--- config.mk ---
export PLATFORM = sky130hd
export DESIGN_NAME = tsppu_ram
export DESIGN_NICKNAME = d
export VERILOG_FILES = /design/src/tsppu_ram.sv
export SDC_FILE = /design/constraint.sdc
export NUM_CORES = 2
export LEC_CHECK = 0
export ABC_AREA = 1
export BUFFER_PORTS_ARGS = -buffer_cell sky130_fd_sc_hd__buf_2
export CAP_MARGIN = 20
export CORE_ASPECT_RATIO = 2
export CORE_UTILIZATION = 25
export DETAILED_ROUTE_END_ITERATION = 10
export PLACE_DENSITY_LB_ADDON = 0.2
export SLEW_MARGIN = 10
export SYNTH_ARGS = -nofsm -noshare
export SYNTH_HDL_FRONTEND = slang
export SYNTH_SLANG_ARGS = --single-unit
--- constraint.sdc ---
create_clock -name clk -period 2.2 [get_ports clk]
set_input_delay 0.44 -clock clk [delete_from_list [all_inputs] [get_ports clk]]
set_output_delay 0.44 -clock clk [all_outputs]
set_load 0.05 [all_outputs]
--- src/tsppu_ram.sv ---
// Generic simple dual-port RAM with a registered read.
`default_nettype none
module tsppu_ram #(
	parameter int WIDTH = 8,
	parameter int DEPTH = 256,
	localparam int AW = $clog2(DEPTH)
) (
	input  wire logic             clk,
	input  wire logic             we,
	input  wire logic [AW-1:0]    waddr,
	input  wire logic [WIDTH-1:0] wdata,
	input  wire logic [AW-1:0]    raddr,
	output logic      [WIDTH-1:0] rdata
);

	logic [WIDTH-1:0] mem_q [DEPTH];

	always_ff @(posedge clk) begin
		if (we) begin
			mem_q[waddr] <= wdata;
		end
		rdata <= mem_q[raddr];
	end

endmodule
`default_nettype wire

==> impl_metrics.ini <==
[run_status]
status = complete, but fails checks
violations = design-rule violations

[setup_path]
crit_chain = buf_8, inv_8, buf_12, buf_12, nand3_1, nand3_1, nand3_1, nand3_1, nand3_1, nand3_1, buf_4, nand2_1, nand2_1, nand2_1
crit_path_start_kind = input pin
path_depth = 14
rr_startpoint = mem_q[232][7]$_DFFE_PP_
cp_max_fo = 22
r2r-end = rdata[7]$_DFF_P_
critPathKind = in2reg
max_stage_delay_ns = 0.27
critical-path-top-delay-family = simple AND/OR/NAND/NOR gates
critPathLaunch = raddr[1]
cp_num_buf_inv = 5
rr_worst_depth = 11
rrSetupSlack_ns = 0.11
crit_arrival_ns = 2.82
cp.required_ns = 2.93
crit_end = rdata[7]$_DFF_P_
critPathSlowestCell = nand2_1
critical_path.most_common_cell = nand3_1
end_kind = register

[pwr]
switchingPower_mw = 19.48
seqPwrFrac_pct = 52.4
intPower_mw = 63.00
p_per_area_nw_per_um2 = 819.3
power.share.clock_pct = 39.9
power_frac_comb_pct = 7.7
ir_drop_mv = 0.5600
sw_frac_of_total_pct = 23.61
p_leak_nw = 35.33

[placement]
place_hpwl_mm = 199.8
gp_congestion = 0.8576
io_buffers = 33
place_inst = 11690
pre_cts_slack_ns = -0.8276

[finish]
final_util_pct = 30.34
drive_gt1_share_pct = 14.32
fin_cells = 12030
area_growth_pct = 20.72
nNetsFinal = 7546

[cts]
clk_latency_ns = 0.86
htreeDepth = 4
cts.clk_slew.worst_paths_ns = 0.07
cts_setup_buffers = 0
cts_tree = yes
cts_buffers = 181
cts_sinks = 2056
cts_root_buffer = clkbuf_16
clockBufferDepth = 4

[sta]
fmax_mhz = 477.3
holdWs_ns = 0.1007
final_max_slew_viol_count = 0
setup_ws_ns = 0.1047
skew_ns = 0.04737
maxSlewHeadroom_pct = 37.85
setup-violations-final = 0
final.min_clock_period_ns = 2.095
hold_violations = 0
rsz0062_at_grt = false
tightest_slew_ns = 0.9312
period_share_pct = 95.24

[routing]
vias_per_cell = 4.652
vias = 55960
remaining_drc_errors = 4
drtIter0Drc = 3960
routed_wl_mm = 295.2
wire_per_inst_um = 24.54
final_antenna_net_count = 0
dr.pass1.iters = 8

[hold_path]
holdPathStages = 1
min_path_type = in2reg

[global_routing]
grt_pass1_wl_mm = 420.2
antenna_found_initial = 10
grt_usage_pct = 17.28
grt_max_degree = 61
grt_remaining_overflow = 0
grt_pass1_vias = 57320

[floorplan]
die_x_um = 410.4
dieArea_um2 = 336000
rows = 299
core_um2 = 331800
io_pins = 34
start_util_pct = 25.13
die_height_um = 818.8

[synth]
synth-seq-cells = 2056
netlist_area_um2 = 83400
ys_warn_count = 0
ys_seq_area_share_pct = 73.94
synthCells = 7003
synth.distinct_cells = 14
syn_nets = 7029
syn_avg_cell_area_um2 = 11.91

[run]
maxCapViolCount = 0
==> synth_stat cells <==
master / count / area, um^2
nand3_1: 2019 / 10100
inv_2: 2 / 7.510
buf_1: 40 / 150.1
buf_6: 16 / 180.2
nor2_1: 283 / 1062
clkbuf_1: 112 / 420.4
buf_4: 46 / 345.3
inv_1: 36 / 135.1
inv_4: 1 / 6.260
edfxtp_1: 2048 / 61500
nand2_1: 2123 / 7969
buf_2: 268 / 1341
buf_8: 1 / 15.01
dfxtp_1: 8 / 160.2
==> timing repair <==
item / in CTS / in global routing
gates resized for setup: 3 / 0
setup endpoints to repair: 3 / 0
endpoints found under the hold margin: 76 / 0
hold buffers: 7 / 0
==> per-layer routing <==
layer	share of wire [%]	GRT usage (%)
met5	0.0041	0
met4	6.5	9.934
met3	3.1	1.370
met2	55	33.20
met1	36	18.21
==> worst min-delay path by stage <==
stage                         from                 endpoint  slack, ns
after floorplan           wdata[0]    mem_q[0][0]$_DFFE_PP_       0.54
after global placement    wdata[5]   mem_q[33][5]$_DFFE_PP_       0.77
after detailed placement  wdata[5]   mem_q[32][5]$_DFFE_PP_       0.77
after CTS                 wdata[7]   mem_q[92][7]$_DFFE_PP_       0.04
after global routing      wdata[7]   mem_q[92][7]$_DFFE_PP_       0.08
final                     wdata[7]  mem_q[120][7]$_DFFE_PP_       0.10
==> worst reg2reg max path, delay by kind of cell (launching register included) <==
kind / cells / cell delay, ns
buf+inv: 1 / 0.20
flops: 1 / 0.37
simple gates: 10 / 1.43
==> power groups by stage <==
| stage | registers, mW | logic, mW | clock network, mW |
|---|---|---|---|
| after global routing | 43.2 | 6.81 | 34.7 |
| after floorplan | 44.1 | 2.66 | 0 |
| final | 43.2 | 6.37 | 32.9 |
| after CTS | 43.2 | 6.50 | 33.8 |
| after detailed placement | 44.1 | 6.47 | 0 |
| after global placement | 44.1 | 6.47 | 0 |
==> registers in the layout, summed over array words and instances (netlist names) <==
register,cells
rdata,8
mem_q,2048
==> layout make-up <==
cell class                      count  area, um^2
Antenna cell                        5       12.51
Tap cell                         4364        5460
Fill cell                       33500      231200
Clock inverter                    117        1186
Sequential cell                  2056       61660
Timing Repair Buffer              817        8339
Inverter                           39       182.7
Multi-Input combinational cell   4425       19160
Clock buffer                      206        4666
==> cell families (layout without fill, tap and decap cells) <==
| group | after synthesis | in the layout | synth area share (%) |
|---|---|---|---|
| DFF | 2056 | 2056 | 73.94 |
| and+or+nand+nor | 4425 | 4425 | 22.95 |
| other | 0 | 5 | 0 |
| buffers and inverters | 522 | 1179 | 3.119 |
==> cells in the final DEF (no fill, tap or decap), drive strengths merged <==
cell and count:
buf 810, bufinv 23, clkbuf 206, clkinv 77
clkinvlp 14, dfxtp 8, diode 5, dlygate4sd3 7
edfxtp 2048, inv 42, nand2 2123, nand3 2019
nor2 283
==> metrics by stage <==
stage / instance area (um^2) / TNS (ns) / power, mW
final: 100700 / 0 / 82.48
after CTS: 100700 / 0 / 83.46
after global routing: 100700 / 0 / 84.72
after global placement: 94730 / -16.61 / 50.52
after floorplan: 83400 / 0 / 46.77
after detailed placement: 94730 / -21.71 / 50.52
No activity file was read; power rests on OpenSTA's default activity.
