### src/tsppu_pkg.sv
// Shared types, codes and constants of the tile and sprite scanline picture unit.
`default_nettype none
package tsppu_pkg;

	localparam int VRAM_BYTES       = 8192;
	localparam int VRAM_AW          = $clog2(VRAM_BYTES);
	localparam int OAM_BYTES        = 160;
	localparam int OAM_AW           = $clog2(OAM_BYTES);
	localparam int OAM_SPRITES      = 40;
	localparam int SPRITES_PER_LINE = 10;
	localparam int SPR_CNT_W        = $clog2(SPRITES_PER_LINE + 1);
	localparam int SCREEN_WIDTH     = 160;
	localparam int LINE_DOTS        = 456;
	localparam int LAST_LINE        = 153;
	localparam int VBLANK_LINE      = 144;
	localparam int SCAN_DOTS        = 80;

	localparam logic [12:0] MAP_LO      = 13'h1800;
	localparam logic [12:0] MAP_HI      = 13'h1C00;
	localparam logic [12:0] TILE_SHIFT  = 13'h1000;

	// Control register bits.
	localparam int LCDC_ENABLE  = 7;
	localparam int LCDC_WIN_MAP = 6;
	localparam int LCDC_WIN_ON  = 5;
	localparam int LCDC_UNSIGN  = 4;
	localparam int LCDC_BG_MAP  = 3;
	localparam int LCDC_TALL    = 2;
	localparam int LCDC_OBJ_ON  = 1;

	// Sprite attribute bits.
	localparam int ATTR_BEHIND = 7;
	localparam int ATTR_YFLIP  = 6;
	localparam int ATTR_XFLIP  = 5;
	localparam int ATTR_PAL    = 4;

	localparam logic [1:0] ACT_TICK = 2'd0;
	localparam logic [1:0] ACT_VRAM = 2'd1;
	localparam logic [1:0] ACT_OAM  = 2'd2;

	localparam logic [1:0] MODE_HBLANK = 2'd0;
	localparam logic [1:0] MODE_VBLANK = 2'd1;
	localparam logic [1:0] MODE_SCAN   = 2'd2;
	localparam logic [1:0] MODE_DRAW   = 2'd3;

	localparam logic [2:0] CFG_LCDC   = 3'd0;
	localparam logic [2:0] CFG_SCROLL = 3'd1;
	localparam logic [2:0] CFG_WINPOS = 3'd2;
	localparam logic [2:0] CFG_BGP    = 3'd3;
	localparam logic [2:0] CFG_OBP    = 3'd4;
	localparam logic [2:0] CFG_LYC    = 3'd5;
	localparam logic [2:0] CFG_STATEN = 3'd6;

	typedef enum logic [3:0] {
		ST_IDLE,
		ST_BEGIN,
		ST_SCAN,
		ST_SCAN_EVAL,
		ST_SPR_CHK,
		ST_SPR_LO,
		ST_SPR_HI,
		ST_FETCH,
		ST_FETCH_WB,
		ST_DRAW,
		ST_FINISH
	} state_t;

	// Raw attribute bytes of one sprite as held in the line list.
	typedef struct packed {
		logic [7:0] y;
		logic [7:0] x;
		logic [7:0] tile;
		logic [7:0] attr;
	} spr_entry_t;

	typedef struct packed {
		logic clear;
		logic insert;
		logic mark;
	} spr_ctl_t;

	typedef struct packed {
		logic clear;
		logic push;
		logic pop;
		logic merge;
	} fifo_ctl_t;

endpackage
`default_nettype wire

### src/tsppu_sprite_list.sv
// Per-line sprite list kept sorted by x, with fetched marks and the draw-column match.
`default_nettype none
module tsppu_sprite_list (
	input  wire logic                  clk,
	input  wire logic                  arst_n,
	input  wire tsppu_pkg::spr_ctl_t   ctl,
	input  wire tsppu_pkg::spr_entry_t new_entry,
	input  wire logic [7:0]            draw_column,
	output logic                       hit,
	output tsppu_pkg::spr_entry_t      hit_entry
);

	localparam int N = tsppu_pkg::SPRITES_PER_LINE;

	tsppu_pkg::spr_entry_t        ent_q [N];
	logic [tsppu_pkg::SPR_CNT_W-1:0] cnt_q;
	logic [N-1:0]                 done_q;
	logic [N-1:0]                 le;
	logic [N-1:0]                 match;
	logic [N-1:0]                 first;
	logic [8:0]                   col8;

	assign col8 = {1'b0, draw_column} + 9'd8;

	always_comb begin
		for (int i = 0; i < N; i++) begin
			le[i]    = (tsppu_pkg::SPR_CNT_W'(i) < cnt_q) && (ent_q[i].x <= new_entry.x);
			match[i] = (tsppu_pkg::SPR_CNT_W'(i) < cnt_q) && !done_q[i]
				&& ({1'b0, ent_q[i].x} == col8);
		end
	end

	// Lowest index wins, as the list is walked in order.
	always_comb begin
		logic seen;
		seen      = 1'b0;
		hit_entry = '0;
		for (int i = 0; i < N; i++) begin
			first[i] = match[i] && !seen;
			if (first[i]) begin
				hit_entry = ent_q[i];
			end
			seen = seen | match[i];
		end
		hit = seen;
	end

	always_ff @(posedge clk or negedge arst_n) begin
		if (!arst_n) begin
			cnt_q  <= '0;
			done_q <= '0;
		end else if (ctl.clear) begin
			cnt_q  <= '0;
			done_q <= '0;
		end else begin
			if (ctl.insert && cnt_q < tsppu_pkg::SPR_CNT_W'(N)) begin
				cnt_q <= cnt_q + 1'b1;
			end
			if (ctl.mark) begin
				done_q <= done_q | first;
			end
		end
	end

	// Stable insert: the new sprite goes after every entry with x not above its own.
	always_ff @(posedge clk) begin
		if (ctl.insert && !ctl.clear && cnt_q < tsppu_pkg::SPR_CNT_W'(N)) begin
			if (!le[0]) begin
				ent_q[0] <= new_entry;
			end
			for (int i = 1; i < N; i++) begin
				if (!le[i]) begin
					ent_q[i] <= le[i-1] ? new_entry : ent_q[i-1];
				end
			end
		end
	end

endmodule
`default_nettype wire

### config.mk
export PLATFORM = sky130hd
export DESIGN_NAME = tsppu_sprite_list
export DESIGN_NICKNAME = d
export VERILOG_FILES = /design/src/tsppu_pkg.sv /design/src/tsppu_sprite_list.sv
export SDC_FILE = /design/constraint.sdc
export NUM_CORES = 1
export LEC_CHECK = 0
export BUFFER_PORTS_ARGS = -buffer_cell sky130_fd_sc_hd__buf_2
export CAP_MARGIN = 20
export CORE_MARGIN = 5
export CORE_UTILIZATION = 27
export CTS_CLUSTER_SIZE = 28
export DETAILED_ROUTE_END_ITERATION = 10
export PLACE_DENSITY = 0.43
export SYNTH_ARGS = -nofsm -noshare
export SYNTH_HDL_FRONTEND = slang
export SYNTH_SLANG_ARGS = --single-unit
export TNS_END_PERCENT = 5
### constraint.sdc
create_clock -name clk -period 14.74 [get_ports clk]
set_clock_uncertainty 0.15 [all_clocks]
set_input_delay 2.948 -clock clk [delete_from_list [all_inputs] [get_ports clk]]
set_output_delay 2.948 -clock clk [all_outputs]
set_load 0.005 [all_outputs]
==> results.sh <==
export IMPL_status="complete, no violations"
export IMPL_ant_nets=0
export IMPL_crit_chain="buf_2, ha_1, and3_1, xnor2_2, xor2_1, a22o_1, nor4b_4, or3b_1, nor3_2, a22oi_1, o21ai_0, buf_2"
export IMPL_cts_repair_resized=0
export IMPL_setup_violations=0
export IMPL_tightest_slew_ns=1.09
export IMPL_ys_types=80
export IMPL_core_um2=71100
export IMPL_numCtsBuffers=42
export IMPL_min_from="done_q[5]"
export IMPL_grt_setup_unrepaired="false"
export IMPL_die_w_um=277
export IMPL_grt_pass1_vias=13900
export IMPL_drive_gt1_share_pct=28.9
export IMPL_synth_edff_count=320
export IMPL_antenna_found_initial=1
export IMPL_period_share_pct=74.9
export IMPL_numClockSinks=334
export IMPL_ir_drop_mv=0.0742
export IMPL_holdBufCountCts=0
export IMPL_syn_inst=1567
export IMPL_ys_top_cells_by_count="320 x edfxtp_1, 269 x mux2_2, 97 x nand2_1"
export IMPL_maxSlewHeadroom_pct=27.0
export IMPL_r2r_start="cnt_q[1]"
export IMPL_power_total_uw=2410
export IMPL_drc=0
export IMPL_p_per_area_nw_per_um2=108
export IMPL_cts_setup_buffers=0
export IMPL_post_dp_hpwl_um=45200
export IMPL_clockBufferDepth=3
export IMPL_clkTransAtPathRegs_ns=0.05
export IMPL_ys_ff_latch=334
export IMPL_io_buffers=77
export IMPL_clk_insertion_delay_late_ns=0.59
export IMPL_finalWirelength_um=68900
export IMPL_hold_class="reg -> reg"
export IMPL_crit_type="in -> out"
export IMPL_required_ns=11.64
export IMPL_routedWlPerCell_um=26.4
export IMPL_cp_end_kind="output port"
export IMPL_yosysSeqAreaShare_pct=51.7
export IMPL_grt_pass1_wl_um=100000
export IMPL_htreeDepth=2
export IMPL_nets=1747
export IMPL_postSynthAreaPerCell_um2=12.3
export IMPL_worst_ep_arrival_time_ns=7.95
export IMPL_grt_overflow=0
export IMPL_cts_root_buf="clkbuf_16"
export IMPL_die_h_um=277
export IMPL_synth_top_area_cell="edfxtp_1"
export IMPL_slowest_stage="nor3_2"
export IMPL_critPathMaxStageDelay_ns=0.84
export IMPL_worst_setup_path_start_kind="input port"
export IMPL_drt_pass1_iter_count=7
export IMPL_synth_area_top_cells="edfxtp_1 50%, mux2_2 16%, ha_1 4.9%"
export IMPL_dieArea_um2=76800
export IMPL_finalSetupTns_ns=0
export IMPL_instances_no_fill=2606
export IMPL_fin_util_pct=31.4
export IMPL_synth_top_area_share_pct=49.8
export IMPL_synthFlopType="edfxtp_1"
export IMPL_syn2layout_area_growth_pct=15.7
export IMPL_fmax_mhz=90.5
export IMPL_via_per_inst=5.24
export IMPL_rows=98
export IMPL_syn_nets=1688
export IMPL_maxCapViolCount=0
export IMPL_drt_initial_drc_count=1153
export IMPL_gp_congestion=0.863
export IMPL_min_period_ns=11.05
export IMPL_cts_tree="done"
export IMPL_netlist_area_um2=19300
export IMPL_cp_max_fo=15
export IMPL_yosys_warnings=0
export IMPL_hold_violations=0
export IMPL_vias=13600
export IMPL_ios=78
export IMPL_power_leakage_uw=0.00773
export IMPL_diodes=0
export IMPL_dpl_cell_count=2531
export IMPL_track_usage_pct=17.4
export IMPL_async_flop_share_pct=4.19
export IMPL_crit_top_cell="buf_2"
export IMPL_maxSlewViolCount=0
export IMPL_start_util_pct=27.1
export IMPL_yosysMostFrequentCell="edfxtp_1"
export IMPL_grt_max_degree=41
export IMPL_startpoint="draw_column[3]"
-- where the power goes --
part | switching [µW] | leakage (µW) | internal [µW]
clock network | 431 | 0.000672 | 633
logic | 130 | 0.00386 | 86.5
registers | 32.3 | 0.00319 | 1090
total | 593 | 0.00773 | 1810
-- sequential cells by signal (all words and copies together) (netlist names) --
signal	cells
cnt_q	4
done_q	10
ent_q	320
-- worst paths after layout --
path                                 end  cells past startpoint  slack (ns)
setup / recovery           hit_entry[20]                     12        3.69
hold / removal                 done_q[5]                      2        0.34
setup reg to reg               done_q[9]                     11       10.01
hold reg to reg                done_q[5]                      2        0.34
max in group asynchronous      done_q[0]                      1       11.93
min in group asynchronous       cnt_q[3]                      1        2.17
-- metal layers --
metal	part of all wire (%)	global-route usage [%]	up-vias	wire (µm)
met1	45	23.7	6980	30900
met4	2.7	4.68	2	1840
met2	47	28.8	412	32400
li1	-	-	6157	-
met5	0.019	0	-	13
met3	5.4	3.11	96	3750
-- cell type report --
class	count	area [µm²]
clock buffers	52	1090
inverters	34	128
fillers	7194	48800
flip-flops and latches	334	9960
multi-input cells	1101	8990
well taps	950	1190
clock inverters	22	298
repair buffers	113	653
-- per-stage QoR --
| step | area (µm²) | hold WS (ns) | setup WS, ns |
|---|---|---|---|
| after global routing | 22300 | 0.367 | 3.43 |
| after global placement | 20900 | 0.325 | 3.89 |
| after floorplan | 19300 | 0.304 | 5.74 |
| after detailed placement | 20900 | 0.328 | 3.77 |
| after CTS | 22300 | 0.342 | 3.76 |
| final | 22300 | 0.337 | 3.69 |
-- cells by family (layout without fill, tap and decap cells) --
kind of cell / Yosys count / in the layout / synth area share (%)
buf+inv: 132 / 221 / 2.82
fa+ha+maj: 76 / 76 / 4.93
xor+xnor: 78 / 78 / 4.02
mux: 281 / 281 / 16.3
compound gates: 318 / 318 / 10.8
simple gates: 348 / 348 / 9.38
flops: 334 / 334 / 51.7
-- critical path, delay by kind of cell --
kind / cells / cell delay [ns]
XOR/XNOR: 2 / 0.48
AND/OR/NAND/NOR: 4 / 2.44
adder cells (fa/ha/maj): 1 / 0.65
buffers and inverters: 2 / 0.59
AO/OA/AOI/OAI: 3 / 0.82
-- layout by cell type, fill, tap and decap left out, drive strengths merged, types with 5 or more instances in the layout --
cell / instances
a211o: 5
o31ai: 5
o21a: 15
a31oi: 14
xor2: 29
a222oi: 18
a211oi: 11
nor2b: 18
clkinv: 14
o22ai: 18
nand3: 42
clkbuf: 53
dfrtp: 14
nor3: 12
mux2: 270
nand2b: 26
nand2: 97
o21ai: 68
nor4: 8
inv: 36
a21oi: 85
mux2i: 11
a22oi: 18
and3: 22
bufinv: 6
nor2: 64
nand4: 18
and2: 7
xnor2: 44
a21o: 14
buf: 112
edfxtp: 320
and4b: 8
a221oi: 11
ha: 76
No activity file was read; power rests on OpenSTA's default activity.
