===== src/tsppu_pkg.sv =====
// Shared types, codes and constants of the tile and sprite scanline picture unit.
`default_nettype none
package tsppu_pkg;

	localparam int VRAM_BYTES       = 8192;
	localparam int VRAM_AW          = $clog2(VRAM_BYTES);
	localparam int OAM_BYTES        = 160;
	localparam int OAM_AW           = $clog2(OAM_BYTES);
	localparam int OAM_SPRITES      = 40;
	localparam int SPRITES_PER_LINE = 10;
	localparam int SPR_CNT_W        = $clog2(SPRITES_PER_LINE + 1);
	localparam int SCREEN_WIDTH     = 160;
	localparam int LINE_DOTS        = 456;
	localparam int LAST_LINE        = 153;
	localparam int VBLANK_LINE      = 144;
	localparam int SCAN_DOTS        = 80;

	localparam logic [12:0] MAP_LO      = 13'h1800;
	localparam logic [12:0] MAP_HI      = 13'h1C00;
	localparam logic [12:0] TILE_SHIFT  = 13'h1000;

	// Control register bits.
	localparam int LCDC_ENABLE  = 7;
	localparam int LCDC_WIN_MAP = 6;
	localparam int LCDC_WIN_ON  = 5;
	localparam int LCDC_UNSIGN  = 4;
	localparam int LCDC_BG_MAP  = 3;
	localparam int LCDC_TALL    = 2;
	localparam int LCDC_OBJ_ON  = 1;

	// Sprite attribute bits.
	localparam int ATTR_BEHIND = 7;
	localparam int ATTR_YFLIP  = 6;
	localparam int ATTR_XFLIP  = 5;
	localparam int ATTR_PAL    = 4;

	localparam logic [1:0] ACT_TICK = 2'd0;
	localparam logic [1:0] ACT_VRAM = 2'd1;
	localparam logic [1:0] ACT_OAM  = 2'd2;

	localparam logic [1:0] MODE_HBLANK = 2'd0;
	localparam logic [1:0] MODE_VBLANK = 2'd1;
	localparam logic [1:0] MODE_SCAN   = 2'd2;
	localparam logic [1:0] MODE_DRAW   = 2'd3;

	localparam logic [2:0] CFG_LCDC   = 3'd0;
	localparam logic [2:0] CFG_SCROLL = 3'd1;
	localparam logic [2:0] CFG_WINPOS = 3'd2;
	localparam logic [2:0] CFG_BGP    = 3'd3;
	localparam logic [2:0] CFG_OBP    = 3'd4;
	localparam logic [2:0] CFG_LYC    = 3'd5;
	localparam logic [2:0] CFG_STATEN = 3'd6;

	typedef enum logic [3:0] {
		ST_IDLE,
		ST_BEGIN,
		ST_SCAN,
		ST_SCAN_EVAL,
		ST_SPR_CHK,
		ST_SPR_LO,
		ST_SPR_HI,
		ST_FETCH,
		ST_FETCH_WB,
		ST_DRAW,
		ST_FINISH
	} state_t;

	// Raw attribute bytes of one sprite as held in the line list.
	typedef struct packed {
		logic [7:0] y;
		logic [7:0] x;
		logic [7:0] tile;
		logic [7:0] attr;
	} spr_entry_t;

	typedef struct packed {
		logic clear;
		logic insert;
		logic mark;
	} spr_ctl_t;

	typedef struct packed {
		logic clear;
		logic push;
		logic pop;
		logic merge;
	} fifo_ctl_t;

endpackage
`default_nettype wire


===== src/tsppu_fifos.sv =====
// Background and sprite pixel FIFOs with tile push, sprite merge and pixel pop.
`default_nettype none
module tsppu_fifos (
	input  wire logic                 clk,
	input  wire logic                 arst_n,
	input  wire tsppu_pkg::fifo_ctl_t ctl,
	input  wire logic [7:0]           push_lo,
	input  wire logic [7:0]           push_hi,
	input  wire logic [7:0]           mrg_lo,
	input  wire logic [7:0]           mrg_hi,
	input  wire logic [7:0]           mrg_attr,
	output logic [1:0]                bg_head,
	output logic [4:0]                bg_cnt,
	output logic [3:0]                obj_head,
	output logic [3:0]                obj_cnt
);

	logic [1:0] bg_q  [16];
	logic [3:0] obj_q [8];
	logic [4:0] bg_cnt_q;
	logic [3:0] obj_cnt_q;
	logic [3:0] mrg_px [8];

	assign bg_head  = bg_q[0];
	assign bg_cnt   = bg_cnt_q;
	assign obj_head = obj_q[0];
	assign obj_cnt  = obj_cnt_q;

	always_comb begin
		logic [2:0] b;
		b = '0;
		for (int i = 0; i < 8; i++) begin
			b = mrg_attr[tsppu_pkg::ATTR_XFLIP] ? 3'(i) : 3'(7 - i);
			mrg_px[i] = {mrg_attr[tsppu_pkg::ATTR_BEHIND], mrg_attr[tsppu_pkg::ATTR_PAL],
				mrg_hi[b], mrg_lo[b]};
			// An opaque pixel already queued keeps its place.
			if ((4'(i) < obj_cnt_q) && (obj_q[i][1:0] != 2'd0)) begin
				mrg_px[i] = obj_q[i];
			end
		end
	end

	always_ff @(posedge clk or negedge arst_n) begin
		if (!arst_n) begin
			bg_cnt_q  <= '0;
			obj_cnt_q <= '0;
		end else if (ctl.clear) begin
			bg_cnt_q  <= '0;
			obj_cnt_q <= '0;
		end else begin
			if (ctl.push) begin
				bg_cnt_q <= bg_cnt_q + 5'd8;
			end
			if (ctl.merge) begin
				obj_cnt_q <= 4'd8;
			end
			if (ctl.pop) begin
				if (bg_cnt_q != 5'd0) begin
					bg_cnt_q <= bg_cnt_q - 1'b1;
				end
				if (obj_cnt_q != 4'd0) begin
					obj_cnt_q <= obj_cnt_q - 1'b1;
				end
			end
		end
	end

	always_ff @(posedge clk) begin
		logic [4:0] k;
		k = '0;
		if (ctl.push) begin
			for (int j = 0; j < 16; j++) begin
				k = 5'(j) - bg_cnt_q;
				if ((5'(j) >= bg_cnt_q) && (k < 5'd8)) begin
					bg_q[j] <= {push_hi[3'd7 - k[2:0]], push_lo[3'd7 - k[2:0]]};
				end
			end
		end else if (ctl.pop) begin
			for (int j = 0; j < 15; j++) begin
				bg_q[j] <= bg_q[j+1];
			end
		end
		if (ctl.merge) begin
			for (int i = 0; i < 8; i++) begin
				obj_q[i] <= mrg_px[i];
			end
		end else if (ctl.pop && obj_cnt_q != 4'd0) begin
			for (int i = 0; i < 7; i++) begin
				obj_q[i] <= obj_q[i+1];
			end
		end
	end

endmodule
`default_nettype wire


===== config.mk =====
export PLATFORM = sky130hd
export DESIGN_NAME = tsppu_fifos
export DESIGN_NICKNAME = d
export VERILOG_FILES = /design/src/tsppu_pkg.sv /design/src/tsppu_fifos.sv
export SDC_FILE = /design/constraint.sdc
export NUM_CORES = 1
export LEC_CHECK = 0
export BUFFER_PORTS_ARGS = -buffer_cell sky130_fd_sc_hd__buf_2
export CORE_ASPECT_RATIO = 1.2
export CORE_UTILIZATION = 40
export CTS_BUF_LIST = sky130_fd_sc_hd__clkbuf_8
export CTS_CLUSTER_DIAMETER = 100
export DETAILED_ROUTE_END_ITERATION = 8
export HOLD_SLACK_MARGIN = 0.08
export PLACE_DENSITY = 0.69
export SYNTH_ARGS = -nofsm -noshare
export SYNTH_HDL_FRONTEND = slang
export SYNTH_SLANG_ARGS = --single-unit

===== constraint.sdc =====
create_clock -name clk -period 2.22 [get_ports clk]
set_input_delay 0.111 -clock clk [delete_from_list [all_inputs] [get_ports clk]]
set_output_delay 0.111 -clock clk [all_outputs]
set_load 0.01 [all_outputs]

==> reports/results.ini <==
[layout]
drive_above_1_share = 0.2754
nFillCells = 1153
postLayoutCellArea_sq_um = 5838
most-common-layout-cells = edfxtp_1, buf_2, nor2_1
nets = 603
antenna_cells = 0
final_common_cell = edfxtp_1
syn2layout_area_growth_pct = 17.27

[setup_path]
r2r-start = bg_cnt[1]
slowest_delay_ns = 0.53
cp_max_fo = 7
criticalPathCategory = reg2reg
ff2ff_path_depth = 7
path_cells = inv_2 -> buf_4 -> ha_1 -> or4_1 -> o31ai_1 -> nand3_2 -> nand2_1
timing.rr.end = bg_q[1][5]
crit_end = bg_q[1][5]
r2r_setup_slack_ns = 0.08
cp.required_ns = 2.28
setup.worst_path.end_class = register
crit_path_top_delay_cell = or4_1
startpoint = bg_cnt[1]
cp_data_arrival_time_ns = 2.20
worstSetupStartpointType = register

[synthesis]
synth_nets = 535
synth_top_area_share = 0.3860
syn_area_sq_um = 4979
synth-seq-area-share = 0.4313
synth.largest_area_cell = edfxtp_1
synth.distinct_cells = 55
synth-edff-count = 64
async_flop_share = 0.1233
syn_avg_cell_area_sq_um = 10.64
yosys_register_bits = 73
ys_warn_count = 0
yosys_most_used_dff = edfxtp_1
synth_cells = 468
synthTopCellsByArea = edfxtp_1, mux2i_1, mux4_2

[sta]
post-route-period-util = 0.9625
slew_headroom = 0.5204
finalHoldViolCount = 0
finalCriticalPeriod_ns = 2.137
whs_ns = 0.09157
fmax_mhz = 468.0
setup_violations = 0
skew_ns = 0.007463
slew_viol_final = 0
fin_setup_tns_ns = 0
rsz0062_at_grt = false
worst_slew_pin_slew_ns = 0.7177

[clocking]
cts_tree = done
clock_sinks = 73
cts.htree.levels = 3
path_clk_slew_ns = 0.09
clk_latency_ns = 0.36
cts_buffers = 9
cts.path.max_buffers = 2
clockRootBuffer = clkbuf_8

[detailed_routing]
dr_total_vias = 3845
wl_microns = 12230
drt-pass1-iter-count = 4
drc = 0
wire_per_inst_microns = 17.42
vias_per_cell = 5.477
drt-initial-drc-count = 259
ant_nets = 0

[power_and_ir_drop]
power.density_nw_per_um2 = 1336
finalPower_w = 0.007800
ir_drop_v = 0.0005907
p_leak_nw = 2.462

[global_routing]
grt_max_degree = 39
first_global_vias = 3913
grtUsageTotal = 0.1986
grt_pass1_wl_microns = 20010
antenna_found_initial = 0
gr-total-overflow = 0

[floorplan]
num_rows = 44
die_height_microns = 124.2
initial_core_util = 0.4111
io_pins = 61
dieArea_sq_um = 12900
core_sq_um = 12110
die_x_microns = 103.8

[placement]
place.gp.congestion = 0.9201
dp_hpwl_microns = 9477
io_buffers = 55
place_area_sq_um = 5527

[status]
outcome = finished clean

[flow_run]
max-cap-violations = 0

[min_path]
hold_path.class = in2reg

## flip-flops by register name, summed over array words and instances, names as in the netlist
register	count
bg_q	32
obj_q	32
bg_cnt	5
obj_cnt	4
## cells by family (layout without fill, tap and decap cells)
| kind of cell | count (synthesis) | in the layout | share of synthesized area |
|---|---|---|---|
| flops | 73 | 73 | 0.4313 |
| buf+inv | 61 | 134 | 0.06484 |
| fa+ha+maj | 21 | 21 | 0.05278 |
| xor+xnor | 22 | 22 | 0.03870 |
| simple gates | 129 | 129 | 0.1206 |
| mux | 57 | 57 | 0.1558 |
| compound gates | 105 | 105 | 0.1360 |
## timing repair
action	in CTS	in global routing
resized for setup	0	6
hold buffers	6	0
setup buffers	0	0
hold endpoints to repair	21	0
endpoints found under the setup margin	0	13
## cell usage after synthesis, types with 2 or more instances
library cell and instances:
a21o_1 13, a21oi_1 30, a221o_1 2, a31oi_1 5
and2_1 3, buf_2 18, buf_4 6, buf_6 5
clkbuf_1 8, dfrtp_1 9, edfxtp_1 64, ha_1 21
inv_1 20, inv_2 2, mux2_2 4, mux2i_1 37
mux4_2 16, nand2_1 43, nand3_1 5, nand4_1 3
nor2_1 50, nor2b_1 9, nor2b_4 2, nor3_1 3
o21a_1 8, o21ai_0 18, o21ai_1 8, o221a_2 2
o311a_1 2, o31a_1 2, o31ai_1 3, o41ai_1 3
or2_2 2, xnor2_1 18, xor2_1 4
## per-layer routing
metal,vias up,GRT usage,part of all wire
li1,1829,-,-
met1,1884,0.2492,0.42
met2,113,0.3408,0.51
met3,19,0.02521,0.042
met4,0,0.08824,0.031
met5,-,0,0
## area by class of cell
type,count,area (sq um),area share
Clock inverter,7,102.6,0.01757
Clock buffer,9,123.9,0.02122
Sequential cell,73,2151,0.3684
Timing Repair Buffer,96,635.6,0.1089
Tap cell,161,201.4,0.03450
Inverter,22,82.58,0.01414
Multi-Input combinational cell,334,2541,0.4353
## how the worst min path moves through the flow
stage | start | end | slack, ns | cells past startpoint
after global placement | arst_n | bg_cnt[4] | -0.03 | 1
final | mrg_lo[0] | obj_q[0][28] | 0.09 | 2
after CTS | mrg_lo[7] | obj_q[0][28] | 0.08 | 2
after floorplan | arst_n | bg_cnt[0] | -0.18 | 0
after detailed placement | arst_n | bg_cnt[4] | -0.03 | 1
after global routing | mrg_lo[0] | obj_q[0][28] | 0.09 | 2
## power by group
| part | internal, W | switching [W] | total, W |
|---|---|---|---|
| combinational | 0.00195 | 0.00239 | 0.00434 |
| clock | 0.000642 | 0.000561 | 0.00120 |
| sequential | 0.00210 | 0.000162 | 0.00226 |
| total | 0.00469 | 0.00311 | 0.00780 |
## worst max-delay path, delay by kind of cell, from the launching register on
kind | cells | cell delay, ns
buffers and inverters | 2 | 0.21
AND/OR/NAND/NOR | 3 | 0.84
flip-flops | 1 | 0.41
AO/OA/AOI/OAI | 1 | 0.10
adder cells (fa/ha/maj) | 1 | 0.28
## stage by stage
stage                     worst slack [ns]  utilization  instances
final                              0.08335       0.4820        702
after global routing               0.01236       0.4820        702
after CTS                          0.03846       0.4800        702
after detailed placement           0.07010       0.4563        680
after global placement             0.05841       0.4563        680
after floorplan                  0.0009415            -        468
(Power assumes the default switching activity.)
